$ cat src/rtl/core/esc_pkg.sv
`default_nettype none

package esc_pkg;

	// field widths
	localparam int SECS_W  = 32;
	localparam int YEAR_W  = 12;
	localparam int MONTH_W = 4;
	localparam int DAY_W   = 5;
	localparam int DAYS_W  = 16;

	// 86400 = 2^7 * 675: shift off seven bits, then multiply by ceil(2^35 / 675)
	// and keep bits 35 and up; exact for every 25-bit dividend
	localparam int DIV_SHIFT = 7;
	localparam int DIVD_W    = SECS_W - DIV_SHIFT;
	localparam int RECIP_W   = 26;
	localparam int DIV_RECIP = 50903317;
	localparam int DIV_RSH   = 35;
	localparam int PROD_W    = DIVD_W + RECIP_W;

	// calendar constants
	localparam int FIRST_YEAR   = 1970;
	localparam int LAST_YEAR    = 2099;
	localparam int MONTHS       = 12;
	localparam int LIMIT_DAYS   = 47482;
	localparam int YEAR_DAYS    = 365;
	localparam int MONTH_FEB    = 2;

	// microcode
	localparam int STEP_W = 3;
	localparam int OP_W   = 3;
	localparam int COND_W = 3;

	typedef logic [STEP_W-1:0] step_t;
	typedef logic [OP_W-1:0]   op_t;
	typedef logic [COND_W-1:0] cond_t;

	// datapath operations
	localparam op_t OP_LOAD  = 3'd0;
	localparam op_t OP_DIV   = 3'd1;
	localparam op_t OP_CHECK = 3'd2;
	localparam op_t OP_YEAR  = 3'd3;
	localparam op_t OP_MONTH = 3'd4;
	localparam op_t OP_EMIT  = 3'd5;

	// sequencer conditions
	localparam cond_t C_START  = 3'd0;
	localparam cond_t C_GE     = 3'd2;
	localparam cond_t C_ALWAYS = 3'd3;
	localparam cond_t C_NEXT   = 3'd4;

	// program addresses
	localparam step_t S_IDLE  = 3'd0;
	localparam step_t S_DIV   = 3'd1;
	localparam step_t S_CHECK = 3'd2;
	localparam step_t S_YEAR  = 3'd3;
	localparam step_t S_MONTH = 3'd4;
	localparam step_t S_EMIT  = 3'd5;

	typedef struct packed {
		op_t   op;
		cond_t cond;
		step_t target;
	} ctrl_t;

	// control store: one word per step
	function automatic ctrl_t ucode(input step_t step);
		ctrl_t w;
		unique case (step)
			S_IDLE:  w = '{op: OP_LOAD,  cond: C_START,  target: S_IDLE};
			S_DIV:   w = '{op: OP_DIV,   cond: C_NEXT,   target: S_CHECK};
			S_CHECK: w = '{op: OP_CHECK, cond: C_GE,     target: S_EMIT};
			S_YEAR:  w = '{op: OP_YEAR,  cond: C_GE,     target: S_YEAR};
			S_MONTH: w = '{op: OP_MONTH, cond: C_GE,     target: S_MONTH};
			S_EMIT:  w = '{op: OP_EMIT,  cond: C_ALWAYS, target: S_IDLE};
			default: w = '{op: OP_EMIT,  cond: C_ALWAYS, target: S_IDLE};
		endcase
		return w;
	endfunction

	// days in a common-year month, 1 is January
	function automatic logic [DAY_W-1:0] month_days(input logic [MONTH_W-1:0] mo);
		logic [DAY_W-1:0] d;
		case (mo)
			4'd2:                       d = 5'd28;
			4'd4, 4'd6, 4'd9, 4'd11:    d = 5'd30;
			default:                    d = 5'd31;
		endcase
		return d;
	endfunction

endpackage

`default_nettype wire

$ cat src/rtl/core/epoch_seconds_to_calendar_date.sv
`default_nettype none

// Converts whole seconds since 1970-01-01 00:00 into year, month and day. Pulse start
// while busy is low; the result appears for exactly one cycle with done high, and the
// receiver cannot stall it, so capture it then. A small microcoded sequencer drives one
// shared compare/subtract datapath through these steps: accept, divide by 675 through a
// reciprocal multiply (after dropping 7 bits), range check, a year walk and a month walk
// that each stop at the first failed compare, and emit. Out-of-range inputs skip both
// walks and go from the range check straight to emit; for in-range inputs the year walk
// takes most of the time. Inputs at or after 2100-01-01 give 2099-12-31 with out_of_range
// set. busy drops in the cycle done is shown, so the next beat may be accepted in that same cycle.
module epoch_seconds_to_calendar_date (
	input  wire logic                          clk,
	input  wire logic                          arst_n,
	input  wire logic                          start,
	output      logic                          busy,
	input  wire logic [esc_pkg::SECS_W-1:0]    seconds_since_epoch,
	output      logic                          done,
	output      logic [esc_pkg::YEAR_W-1:0]    year_value,
	output      logic [esc_pkg::MONTH_W-1:0]   month_value,
	output      logic [esc_pkg::DAY_W-1:0]     day_of_month,
	output      logic                          out_of_range
);

	esc_pkg::step_t                    step_q;
	esc_pkg::step_t                    step_nxt;
	esc_pkg::ctrl_t                    ctrl;
	logic [esc_pkg::DIVD_W-1:0]        dq_q;
	logic [esc_pkg::DAYS_W-1:0]        days_q;
	logic [esc_pkg::YEAR_W-1:0]        year_q;
	logic [esc_pkg::MONTH_W-1:0]       mo_q;
	logic                              flag_q;
	logic                              done_q;
	logic [esc_pkg::YEAR_W-1:0]        year_out_q;
	logic [esc_pkg::MONTH_W-1:0]       mo_out_q;
	logic [esc_pkg::DAY_W-1:0]         day_out_q;
	logic                              flag_out_q;

	logic [esc_pkg::PROD_W-1:0]        div_prod;
	logic                              leap;
	logic [esc_pkg::DAYS_W-1:0]        cmp_a;
	logic [esc_pkg::DAYS_W-1:0]        cmp_b;
	logic                              ge;
	logic [esc_pkg::DAYS_W-1:0]        diff;

	// fetch the control word
	assign ctrl = esc_pkg::ucode(step_q);
	assign busy = (step_q != esc_pkg::S_IDLE);

	// divide by 675 as a multiply by its scaled reciprocal
	assign div_prod = esc_pkg::PROD_W'(dq_q) * esc_pkg::PROD_W'(esc_pkg::DIV_RECIP);

	// shared compare and subtract
	assign leap = (year_q[1:0] == 2'b00);
	always_comb begin
		cmp_a = days_q;
		cmp_b = esc_pkg::DAYS_W'(esc_pkg::YEAR_DAYS);
		case (ctrl.op)
			esc_pkg::OP_CHECK: begin
				cmp_a = dq_q[esc_pkg::DAYS_W-1:0];
				cmp_b = esc_pkg::DAYS_W'(esc_pkg::LIMIT_DAYS);
			end
			esc_pkg::OP_YEAR: begin
				cmp_b = esc_pkg::DAYS_W'(esc_pkg::YEAR_DAYS) + esc_pkg::DAYS_W'(leap);
			end
			esc_pkg::OP_MONTH: begin
				cmp_b = esc_pkg::DAYS_W'(esc_pkg::month_days(mo_q))
					+ esc_pkg::DAYS_W'(leap && (mo_q == esc_pkg::MONTH_W'(esc_pkg::MONTH_FEB)));
			end
			default: begin
				cmp_b = esc_pkg::DAYS_W'(esc_pkg::YEAR_DAYS);
			end
		endcase
	end
	assign ge   = (cmp_a >= cmp_b);
	assign diff = cmp_a - cmp_b;

	// sequencer next step
	always_comb begin
		step_nxt = esc_pkg::step_t'(step_q + 1'b1);
		unique case (ctrl.cond)
			esc_pkg::C_START:  step_nxt = start ? esc_pkg::step_t'(step_q + 1'b1) : ctrl.target;
			esc_pkg::C_GE:     if (ge) begin
				step_nxt = ctrl.target;
			end
			esc_pkg::C_ALWAYS: step_nxt = ctrl.target;
			esc_pkg::C_NEXT:   step_nxt = esc_pkg::step_t'(step_q + 1'b1);
			default:           step_nxt = esc_pkg::step_t'(step_q + 1'b1);
		endcase
	end

	// control state
	always_ff @(posedge clk or negedge arst_n) begin
		if (!arst_n) begin
			step_q <= esc_pkg::S_IDLE;
			done_q <= 1'b0;
		end else begin
			step_q <= step_nxt;
			done_q <= (ctrl.op == esc_pkg::OP_EMIT);
		end
	end

	// datapath
	always_ff @(posedge clk) begin
		case (ctrl.op)
			esc_pkg::OP_LOAD: if (start) begin
				dq_q <= seconds_since_epoch[esc_pkg::SECS_W-1:esc_pkg::DIV_SHIFT];
			end
			esc_pkg::OP_DIV: begin
				dq_q <= esc_pkg::DIVD_W'(div_prod[esc_pkg::DIV_RSH +: esc_pkg::DAYS_W]);
			end
			esc_pkg::OP_CHECK: begin
				flag_q <= ge;
				if (ge) begin
					days_q <= esc_pkg::DAYS_W'(30);
					year_q <= esc_pkg::YEAR_W'(esc_pkg::LAST_YEAR);
					mo_q   <= esc_pkg::MONTH_W'(esc_pkg::MONTHS);
				end else begin
					days_q <= dq_q[esc_pkg::DAYS_W-1:0];
					year_q <= esc_pkg::YEAR_W'(esc_pkg::FIRST_YEAR);
					mo_q   <= esc_pkg::MONTH_W'(1);
				end
			end
			esc_pkg::OP_YEAR: if (ge) begin
				days_q <= diff;
				year_q <= esc_pkg::YEAR_W'(year_q + 1'b1);
			end
			esc_pkg::OP_MONTH: if (ge) begin
				days_q <= diff;
				mo_q   <= esc_pkg::MONTH_W'(mo_q + 1'b1);
			end
			esc_pkg::OP_EMIT: begin
				year_out_q <= year_q;
				mo_out_q   <= mo_q;
				day_out_q  <= esc_pkg::DAY_W'(days_q[esc_pkg::DAY_W-1:0] + 1'b1);
				flag_out_q <= flag_q;
			end
			default: begin
			end
		endcase
	end

	// result beat
	assign done         = done_q;
	assign year_value   = year_out_q;
	assign month_value  = mo_out_q;
	assign day_of_month = day_out_q;
	assign out_of_range = flag_out_q;

endmodule

`default_nettype wire

$ cat config.mk
export PLATFORM = sky130hd
export DESIGN_NAME = epoch_seconds_to_calendar_date
export DESIGN_NICKNAME = d
export VERILOG_FILES = /design/src/rtl/core/esc_pkg.sv /design/src/rtl/core/epoch_seconds_to_calendar_date.sv
export SDC_FILE = /design/constraint.sdc
export NUM_CORES = 1
export LEC_CHECK = 0
export BUFFER_PORTS_ARGS = -buffer_cell sky130_fd_sc_hd__buf_4
export CAP_MARGIN = 0
export CORE_ASPECT_RATIO = 0.75
export CORE_MARGIN = 2
export CORE_UTILIZATION = 50
export DETAILED_ROUTE_END_ITERATION = 10
export GPL_ROUTABILITY_DRIVEN = 0
export PLACE_DENSITY = 0.71
export SLEW_MARGIN = 20
export SYNTH_ARGS = -nofsm -noshare
export SYNTH_HDL_FRONTEND = slang
export SYNTH_SLANG_ARGS = --single-unit
$ cat constraint.sdc
create_clock -name clk -period 5.7 [get_ports clk]
set_input_delay 1.14 -clock clk [delete_from_list [all_inputs] [get_ports clk]]
set_output_delay 1.14 -clock clk [all_outputs]
set_load 0.05 [all_outputs]
==> impl_metrics.toml, run 1 <==
[routing]
routed_via_density = 5.331
firstDrtPassIters = 5
drt_iter0_drc = 658
wl_um = 37300
num_vias = 11140
avgRoutedWirePerCell_um = 17.85
drc = 0
antenna_left = 0

[worst_setup_path]
worst-setup-path-type = "register to register"
rrSetupSlack_ns = -0.44
crit_required_ns = 5.81
rr_worst_depth = 22
crit_path_end_kind = "register"
critPathLaunch = "dq_q[19]"
rr_endpoint = "dq_q[14]"
arrival_ns = 6.25
worstSetupEndpoint = "dq_q[14]"
path_max_fanout = 5
start_kind = "register"
rr_startpoint = "dq_q[19]"

[clock_network]
cts_tree = "built"
path_clk_slew_ns = 0.07
cts_max_path_buffers = 2
cts_root_buffer = "clkbuf_16"
cts_hold_buf = 0
clk_latency_ns = 0.36
cts_max_level = 3
numCtsBuffers = 9
cts.sinks = 84

[sta]
rsz0062_at_grt = "true"
relSlewSlack_pct = 50.53
setup_tns_ns = -5.546
setup_slack_ns = -0.4429
final.min_clock_period_ns = 6.143
clock_skew_ns = 0.01168
max_slew.worst_pin.slew_ns = 0.7343
hold_viol_final = 0
setup_violations = 16
period_share_pct = 107.8
fmax_mhz = 162.8
slew_viol_final = 0
holdWs_ns = 0.4188

[logic_synthesis]
synth_cells = 1442
ys_seq_area_share_pct = 17.49
synth_nets = 1966
ys_ff_latch = 84
async_reset_ff_share_pct = 4.762
ys.flop_type = "edfxtp_1"
synth_cell_types = 68
synth-edff-count = 80
syn_avg_cell_area_um2 = 9.922
yosysWarnings = 0
synth_area_um2 = 14310

[global_route]
grt_pass1_vias = 11340
grt_overflow_total = 0
grt_start_max_net_pins = 37
grt_usage_pct = 25.82
antenna_found_initial = 0
grt_pass1_wl_um = 58660

[floorplan]
die_h_um = 150.5
fp.coreArea_um2 = 28050
die_w_um = 199.3
start_util_pct = 51.01
die-area_um2 = 30000
ios = 59
rows = 53

[layout]
diodes = 0
final_nets = 2223
drive_gt1_share_pct = 23.00
final_cell_mix = "inv_1 (357), ha_1 (279), buf_4 (246)"
area_growth_pct = 24.14
utilization_pct = 63.32
final_common_cell = "inv_1"

[flow_run]
cap_violations = 0

[placed_design]
dp_hpwl_um = 31380
io_buffers = 51

[run_status]
outcome = "finished, violations left"
violations = "setup timing"

[hold_path]
hold_path_class = "register to register"
## worst max-delay path, cell delays in order, from the launching register on
cell and delay, ns:
edfxtp_1 0.51, fa_1 0.54, ha_1 0.15, inv_2 0.04, fa_1 0.53, inv_1 0.07
fa_1 0.53, inv_1 0.05, fa_1 0.45, fa_1 0.49, fa_1 0.58, inv_2 0.05
ha_4 0.29, o21ai_4 0.07, a2111oi_4 0.39, buf_4 0.21, nand2_4 0.06, a31oi_4 0.17
buf_12 0.15, nor4_4 0.06, o31ai_2 0.26, xnor2_1 0.15, o21ai_1 0.08
## what timing repair did
item / CTS / global route
gates resized for setup: 55 / 30
pin swaps: 42 / 18
endpoints found under the setup margin: 16 / 32
buffers inserted: 26 / 6
## through the flow
step | instances | setup WS [ns] | instance area, µm²
after global routing | 2089 | -0.6166 | 17760
after CTS | 2083 | -0.4137 | 17560
final | 2089 | -0.4429 | 17760
after global placement | 2042 | -0.6228 | 16850
after floorplan | 1442 | -0.1148 | 14660
after detailed placement | 2042 | -0.6477 | 16850
## layer usage
| metal | track usage [%] | vias to the layer above | part of all wire, % |
|---|---|---|---|
| met5 | 0 | - | 0 |
| li1 | - | 5241 | - |
| met3 | 4.704 | 55 | 6.5 |
| met4 | 6.074 | 0 | 2.2 |
| met1 | 36.80 | 5534 | 45 |
| met2 | 40.99 | 307 | 46 |
## synthesized netlist by cell type, types with 3 or more instances
| library cell | n | area, µm² |
|---|---|---|
| inv_1 | 374 | 1404 |
| ha_1 | 308 | 3854 |
| fa_1 | 181 | 3623 |
| edfxtp_1 | 80 | 2402 |
| nand2_1 | 63 | 236.5 |
| a21oi_1 | 61 | 305.3 |
| o21ai_0 | 53 | 265.3 |
| nor2_1 | 47 | 176.4 |
| a21o_1 | 24 | 180.2 |
| xnor2_1 | 24 | 210.2 |
| nand3_1 | 19 | 95.09 |
| xor2_1 | 14 | 122.6 |
| clkbuf_1 | 13 | 48.80 |
| nand4_1 | 12 | 75.07 |
| nor3_1 | 12 | 60.06 |
| and2_1 | 10 | 62.56 |
| and3_1 | 9 | 56.30 |
| o21bai_1 | 9 | 67.56 |
| a211oi_1 | 8 | 60.06 |
| a31oi_1 | 7 | 43.79 |
| o21a_1 | 7 | 52.55 |
| o22ai_1 | 7 | 43.79 |
| o31ai_1 | 7 | 52.55 |
| nand2b_1 | 6 | 37.54 |
| nor4_1 | 6 | 37.54 |
| a21boi_0 | 5 | 37.54 |
| a2111oi_0 | 4 | 35.03 |
| dfrtp_1 | 4 | 100.1 |
| nor2_2 | 4 | 25.02 |
| nor2b_1 | 4 | 25.02 |
| nor3b_1 | 4 | 30.03 |
| o21ai_1 | 4 | 20.02 |
| or3_1 | 4 | 25.02 |
| a211o_1 | 3 | 26.28 |
| and4_1 | 3 | 26.28 |
| o211ai_1 | 3 | 22.52 |
## worst min-delay path by stage
stage           start            to  slack, ns  cells after the start
6_report       flag_q  out_of_range       0.42                      0
5_1_grt        flag_q  out_of_range       0.43                      0
4_1_cts        flag_q  out_of_range       0.42                      0
3_5_place_dp   flag_q  out_of_range       0.40                      0
3_3_place_gp   flag_q  out_of_range       0.40                      0
2_1_floorplan  flag_q  out_of_range       0.40                      0
## cells by family (layout without fill, tap and decap cells)
family | count (synthesis) | count (layout) | synth area share [%]
AOI/OAI and AO/OA | 222 | 222 | 9.917
xor gates and xnor gates | 38 | 38 | 2.326
buffers and inverters | 394 | 656 | 10.41
and+or+nand+nor | 210 | 210 | 7.188
adders and majority gates | 489 | 489 | 52.26
other | 1 | 1 | 0.02621
muxes | 4 | 4 | 0.3848
DFF | 84 | 84 | 17.49
## cell type report
type | count | area [µm²]
Inverter | 377 | 1418
Sequential cell | 84 | 2502
Clock buffer | 9 | 225.2
Clock inverter | 7 | 76.32
Multi-Input combinational cell | 964 | 10990
Tap cell | 385 | 481.7
Fill cell | 2253 | 10290
Timing Repair Buffer | 263 | 2073
## registers in the layout, summed over array words and instances, names as in the netlist
register and cells:
done 1, step_q 3, mo_q 4, year_value 12, day_of_month 5, out_of_range 1, dq_q 25, days_q 16
year_q 12, month_value 4, flag_q 1
Power of run 1 is not shown: default switching activity piles up to over one toggle a cycle in this logic, so the estimate is an artifact.
==> run 2: changes to the inputs <==
ABC_CLOCK_PERIOD_IN_PS = 5700   (was unset)
PLACE_DENSITY = unset   (was 0.71)
PLACE_DENSITY_LB_ADDON = 0.2   (was unset)
REMOVE_ABC_BUFFERS = 1   (was unset)
==> run 2 against run 1 <==
  * The flow still finishes with violations (setup timing)
  * Critical path depth is the same
  * Clock skew down 0.0018 ns
  * Setup slack worse by 0.15 ns
  * Flip-flop and latch count did not move
  * Count of clock-buffer cells in the layout stayed put
  * Critical path type unchanged
  * Largest cell class unchanged
==> impl_metrics.toml, run 2 (synthesis results as in run 1) <==
[layout]
diodes = 0
largest_register_ffs = 25
final.fill_count = 2271
final_cell_mix = "inv_1 (359), ha_1 (276), buf_4 (244)"
final_nets = 2221
final_common_cell = "inv_1"
layout_top_registers = "dq_q x25, days_q x16"
drive_gt1_share_pct = 23.15
largest_register = "dq_q"
area_growth_pct = 24.16

[sta]
fmax_mhz = 159.0
relSlewSlack_pct = 40.16
clock_skew_ns = 0.009862
setup_slack_ns = -0.5879
rsz0062_at_grt = "true"
period_share_pct = 110.3
hold_viol_final = 0
slew_viol_final = 0
final.min_clock_period_ns = 6.288
setup_violations = 16
max_slew.worst_pin.slew_ns = 0.8883

[worst_setup_path]
arrival_ns = 6.47
slowest_delay_ns = 0.63
worstPathCellList = "fa_1 -> inv_1 -> fa_1 -> inv_1 -> fa_1 -> inv_2 -> fa_1 -> inv_1 -> fa_1 -> fa_1 -> ha_4 -> ha_4 -> buf_4 -> a211oi_4 -> o21bai_1 -> o22ai_2 -> o32ai_4 -> buf_6 -> o31ai_4 -> a21boi_2 -> o21a_1 -> o31ai_2"
cp_common_cell = "fa_1"
rr_startpoint = "dq_q[24]"
cp_slowest_cell = "fa_1"
rr_worst_depth = 22
critPathLaunch = "dq_q[24]"
rrSetupSlack_ns = -0.59
path_max_fanout = 3
crit_required_ns = 5.89
rr_endpoint = "dq_q[11]"
worst-setup-path-type = "register to register"
critPathTopFamily = "adder cells"
crit_path_end_kind = "register"
crit_buf_inv = 6
start_kind = "register"

[floorplan]
die_h_um = 150.5
rows = 53
die_w_um = 199.3
fp.coreArea_um2 = 28050
start_util_pct = 51.01
die-area_um2 = 30000
ios = 59

[routing]
firstDrtPassIters = 5
antenna_left = 0
drc = 0
wl_um = 37320
drt_iter0_drc = 740
routed_via_density = 5.262
avgRoutedWirePerCell_um = 17.88
num_vias = 10980

[global_route]
antenna_found_initial = 0
grt_pass1_vias = 11160
grt_overflow_total = 0
grt_start_max_net_pins = 30
grt_pass1_wl_um = 58260
grt_usage_pct = 25.92

[clock_network]
cts_max_level = 3
path_clk_slew_ns = 0.07
cts_hold_buf = 0
cts_root_buffer = "clkbuf_16"
cts_tree = "built"
clk_latency_ns = 0.37
cts.sinks = 84
numCtsBuffers = 9
cts_max_path_buffers = 2

[hold_path]
hold-path-endpoint = "out_of_range"
min_path_cells = 0
min-delay-start = "flag_q"
hold_path_class = "register to register"

[run_status]
outcome = "finished, violations left"
violations = "setup timing"

[flow_run]
cap_violations = 0

[placed_design]
post-place-ws_ns = -1.041
dp_hpwl_um = 31320
io_buffers = 51
-- run 2: repair_timing --
| action | 4_1_cts | 5_1_grt |
|---|---|---|
| endpoints found under the setup margin | 16 | 16 |
| setup buffers | 12 | 12 |
| pin swaps | 61 | 67 |
| gates cloned | 0 | 0 |
| resized for setup | 89 | 58 |
-- run 2: routing by layer --
layer	global-route usage [%]	vias up	wire, µm
li1	-	5235	-
met1	36.46	5405	17100
met2	41.34	292	17200
met3	5.444	49	2332
met4	5.704	0	687
met5	0	-	0
-- run 2: worst max-delay path by stage --
stage | endpoint | slack, ns | cells after the start
floorplan | dq_q[15] | -0.59 | 20
global placement | dq_q[15] | -0.90 | 21
detailed placement | dq_q[15] | -1.04 | 22
CTS | dq_q[14] | -0.48 | 22
global route | dq_q[12] | -0.80 | 22
finish | dq_q[11] | -0.59 | 22
-- run 2: stage by stage --
step / setup TNS (ns) / area, µm² / hold WS [ns] / util (%) / cells
after floorplan: -5.621 / 14240 / 0.4003 / - / 1425
after global placement: -10.17 / 16540 / 0.4030 / 58.98 / 2051
after detailed placement: -11.34 / 16540 / 0.4167 / 58.98 / 2051
after CTS: -5.944 / 17400 / 0.4322 / 62.03 / 2076
after global routing: -10.51 / 17760 / 0.4370 / 63.33 / 2087
final: -6.879 / 17760 / 0.4281 / 63.33 / 2087
-- run 2: layout make-up --
type	count	area, µm²	share of cell area [%]
multi-input combinational	964	10980	61.83
clock inverter	7	122.6	0.6902
tap	385	481.7	2.712
timing repair buffer	261	2032	11.44
inverter	377	1418	7.980
sequential	84	2502	14.09
clock buffer	9	225.2	1.268
Power of run 2 is left out for the same reason.
==> run 3: changes to the inputs <==
CORE_ASPECT_RATIO = 0.8   (was 0.75)
==> run 3 against run 2 <==
  * The run still ends with setup timing left
  * Register-to-register slack better by 0.12 ns
  * Cell count is 0.43% lower
  * Hold slack worse by 0.0091 ns
  * Cell area is 0.49% higher
  * Clock skew is 0.0018 ns lower
  * First-iteration DRC count is 16% lower
  * Sequential share of layout area is 0.069 points lower
  * Count of clock-buffer cells in the layout stayed put
  * Wire length is 1.9% lower
  * Non-clock buffer count is 6 higher
  * Critical path depth stayed put
  * Largest cell class unchanged
==> impl_metrics.toml, run 3 (synthesis results as in run 1) <==
[floorplan]
start_util_pct = 50.71
die_w_um = 193.1
die_h_um = 155.3
die-area_um2 = 29990
rows = 55
ios = 59
fp.coreArea_um2 = 28210

[global_route]
grt_usage_pct = 25.11
grt_overflow_total = 0
grt_pass1_wl_um = 57440
antenna_found_initial = 0
grt_pass1_vias = 11190
grt_start_max_net_pins = 45

[sta]
max_slew.worst_pin.slew_ns = 0.7573
final.min_clock_period_ns = 6.167
hold_viol_final = 0
rsz0062_at_grt = "true"
setup_violations = 16
period_share_pct = 108.2
slew_viol_final = 0
fmax_mhz = 162.2
clock_skew_ns = 0.008048
relSlewSlack_pct = 49.46
setup_slack_ns = -0.4668

[layout]
final_nets = 2227
largest_register_ffs = 25
final_common_cell = "inv_1"
final_cell_mix = "inv_1 (348), ha_1 (267), buf_4 (246)"
diodes = 0
layout_top_registers = "dq_q x25, days_q x16"
area_growth_pct = 24.77
largest_register = "dq_q"
drive_gt1_share_pct = 24.47
finalNonFillerCells = 2078
final.fill_count = 2326

[hold_path]
hold_path_class = "register to register"
min_path_cells = 0

[clock_network]
cts_max_level = 3
path_clk_slew_ns = 0.07
numCtsBuffers = 9
clk_latency_ns = 0.36
cts_root_buffer = "clkbuf_16"
cts_hold_buf = 0
cts.sinks = 84
cts_tree = "built"
cts_max_path_buffers = 2

[flow_run]
cap_violations = 0

[routing]
avgRoutedWirePerCell_um = 17.61
wl_um = 36600
routed_via_density = 5.241
drt_iter0_drc = 623
firstDrtPassIters = 8
antenna_left = 0
num_vias = 10890
drc = 0

[placed_design]
dp_hpwl_um = 30140
dp.cells = 2030
io_buffers = 51

[run_status]
violations = "setup timing"
outcome = "finished, violations left"

[worst_setup_path]
crit_required_ns = 5.79
rr_worst_depth = 22
crit_path_end_kind = "register"
worst-setup-path-type = "register to register"
start_kind = "register"
path_max_fanout = 3
rrSetupSlack_ns = -0.47
arrival_ns = 6.26
-- run 3: per-stage QoR --
| step | TNS [ns] | area (µm²) | util [%] | setup slack (ns) | hold WS [ns] |
|---|---|---|---|---|---|
| floorplan | -5.621 | 14240 | - | -0.5889 | 0.4003 |
| global placement | -10.50 | 16470 | 58.37 | -0.9418 | 0.4016 |
| detailed placement | -11.61 | 16470 | 58.37 | -1.032 | 0.4052 |
| CTS | -4.595 | 17490 | 62.00 | -0.4017 | 0.4209 |
| global route | -8.585 | 17850 | 63.27 | -0.6703 | 0.4316 |
| finish | -5.296 | 17850 | 63.27 | -0.4668 | 0.4191 |
-- run 3: layer usage --
layer / part of all wire [%] / GRT usage [%] / vias to the layer above / wire length, µm
li1: - / - / 5247 / -
met1: 47 / 35.69 / 5367 / 17150
met2: 47 / 40.26 / 235 / 17080
met3: 4.7 / 4.038 / 41 / 1724
met4: 1.8 / 5.880 / 0 / 642
met5: 0 / 0 / - / 0
-- run 3: final cells by class --
| cell class | count | area [µm²] | share of cell area, % |
|---|---|---|---|
| flip-flops and latches | 84 | 2502 | 14.02 |
| clock buffers | 9 | 225.2 | 1.262 |
| well taps | 370 | 462.9 | 2.593 |
| multi-input cells | 964 | 11070 | 62.01 |
| inverters | 377 | 1420 | 7.955 |
| clock inverters | 7 | 76.32 | 0.4275 |
| repair buffers | 267 | 2096 | 11.74 |
-- run 3: what timing repair did --
action / in CTS / in global routing
pin swaps: 100 / 43
buffers inserted: 22 / 11
endpoints found under the setup margin: 16 / 16
gates resized for setup: 115 / 57
gates cloned: 0 / 0
-- run 3: critical path, cell delays in order, from the launching register on --
cell and delay [ns]:
edfxtp_1 0.43, fa_1 0.56, inv_1 0.06, fa_1 0.52, inv_2 0.04, fa_1 0.40
inv_1 0.09, fa_1 0.44, fa_1 0.50, fa_1 0.57, inv_1 0.06, ha_1 0.33
ha_4 0.30, nand4_1 0.16, a2111oi_4 0.23, buf_4 0.17, nand4_1 0.11, o32ai_2 0.16
buf_6 0.18, nor4_4 0.07, o31ai_2 0.29, xnor2_1 0.14, o21ai_1 0.07
-- run 3: worst paths after layout --
kind / startpoint / end
max in group asynchronous: arst_n / step_q[0]
worst min-delay path: flag_q / out_of_range
worst min register to register: flag_q / out_of_range
worst max register to register: dq_q[24] / dq_q[14]
min in group asynchronous: arst_n / done
worst max-delay path: dq_q[24] / dq_q[14]
Power of run 3 is left out for the same reason.
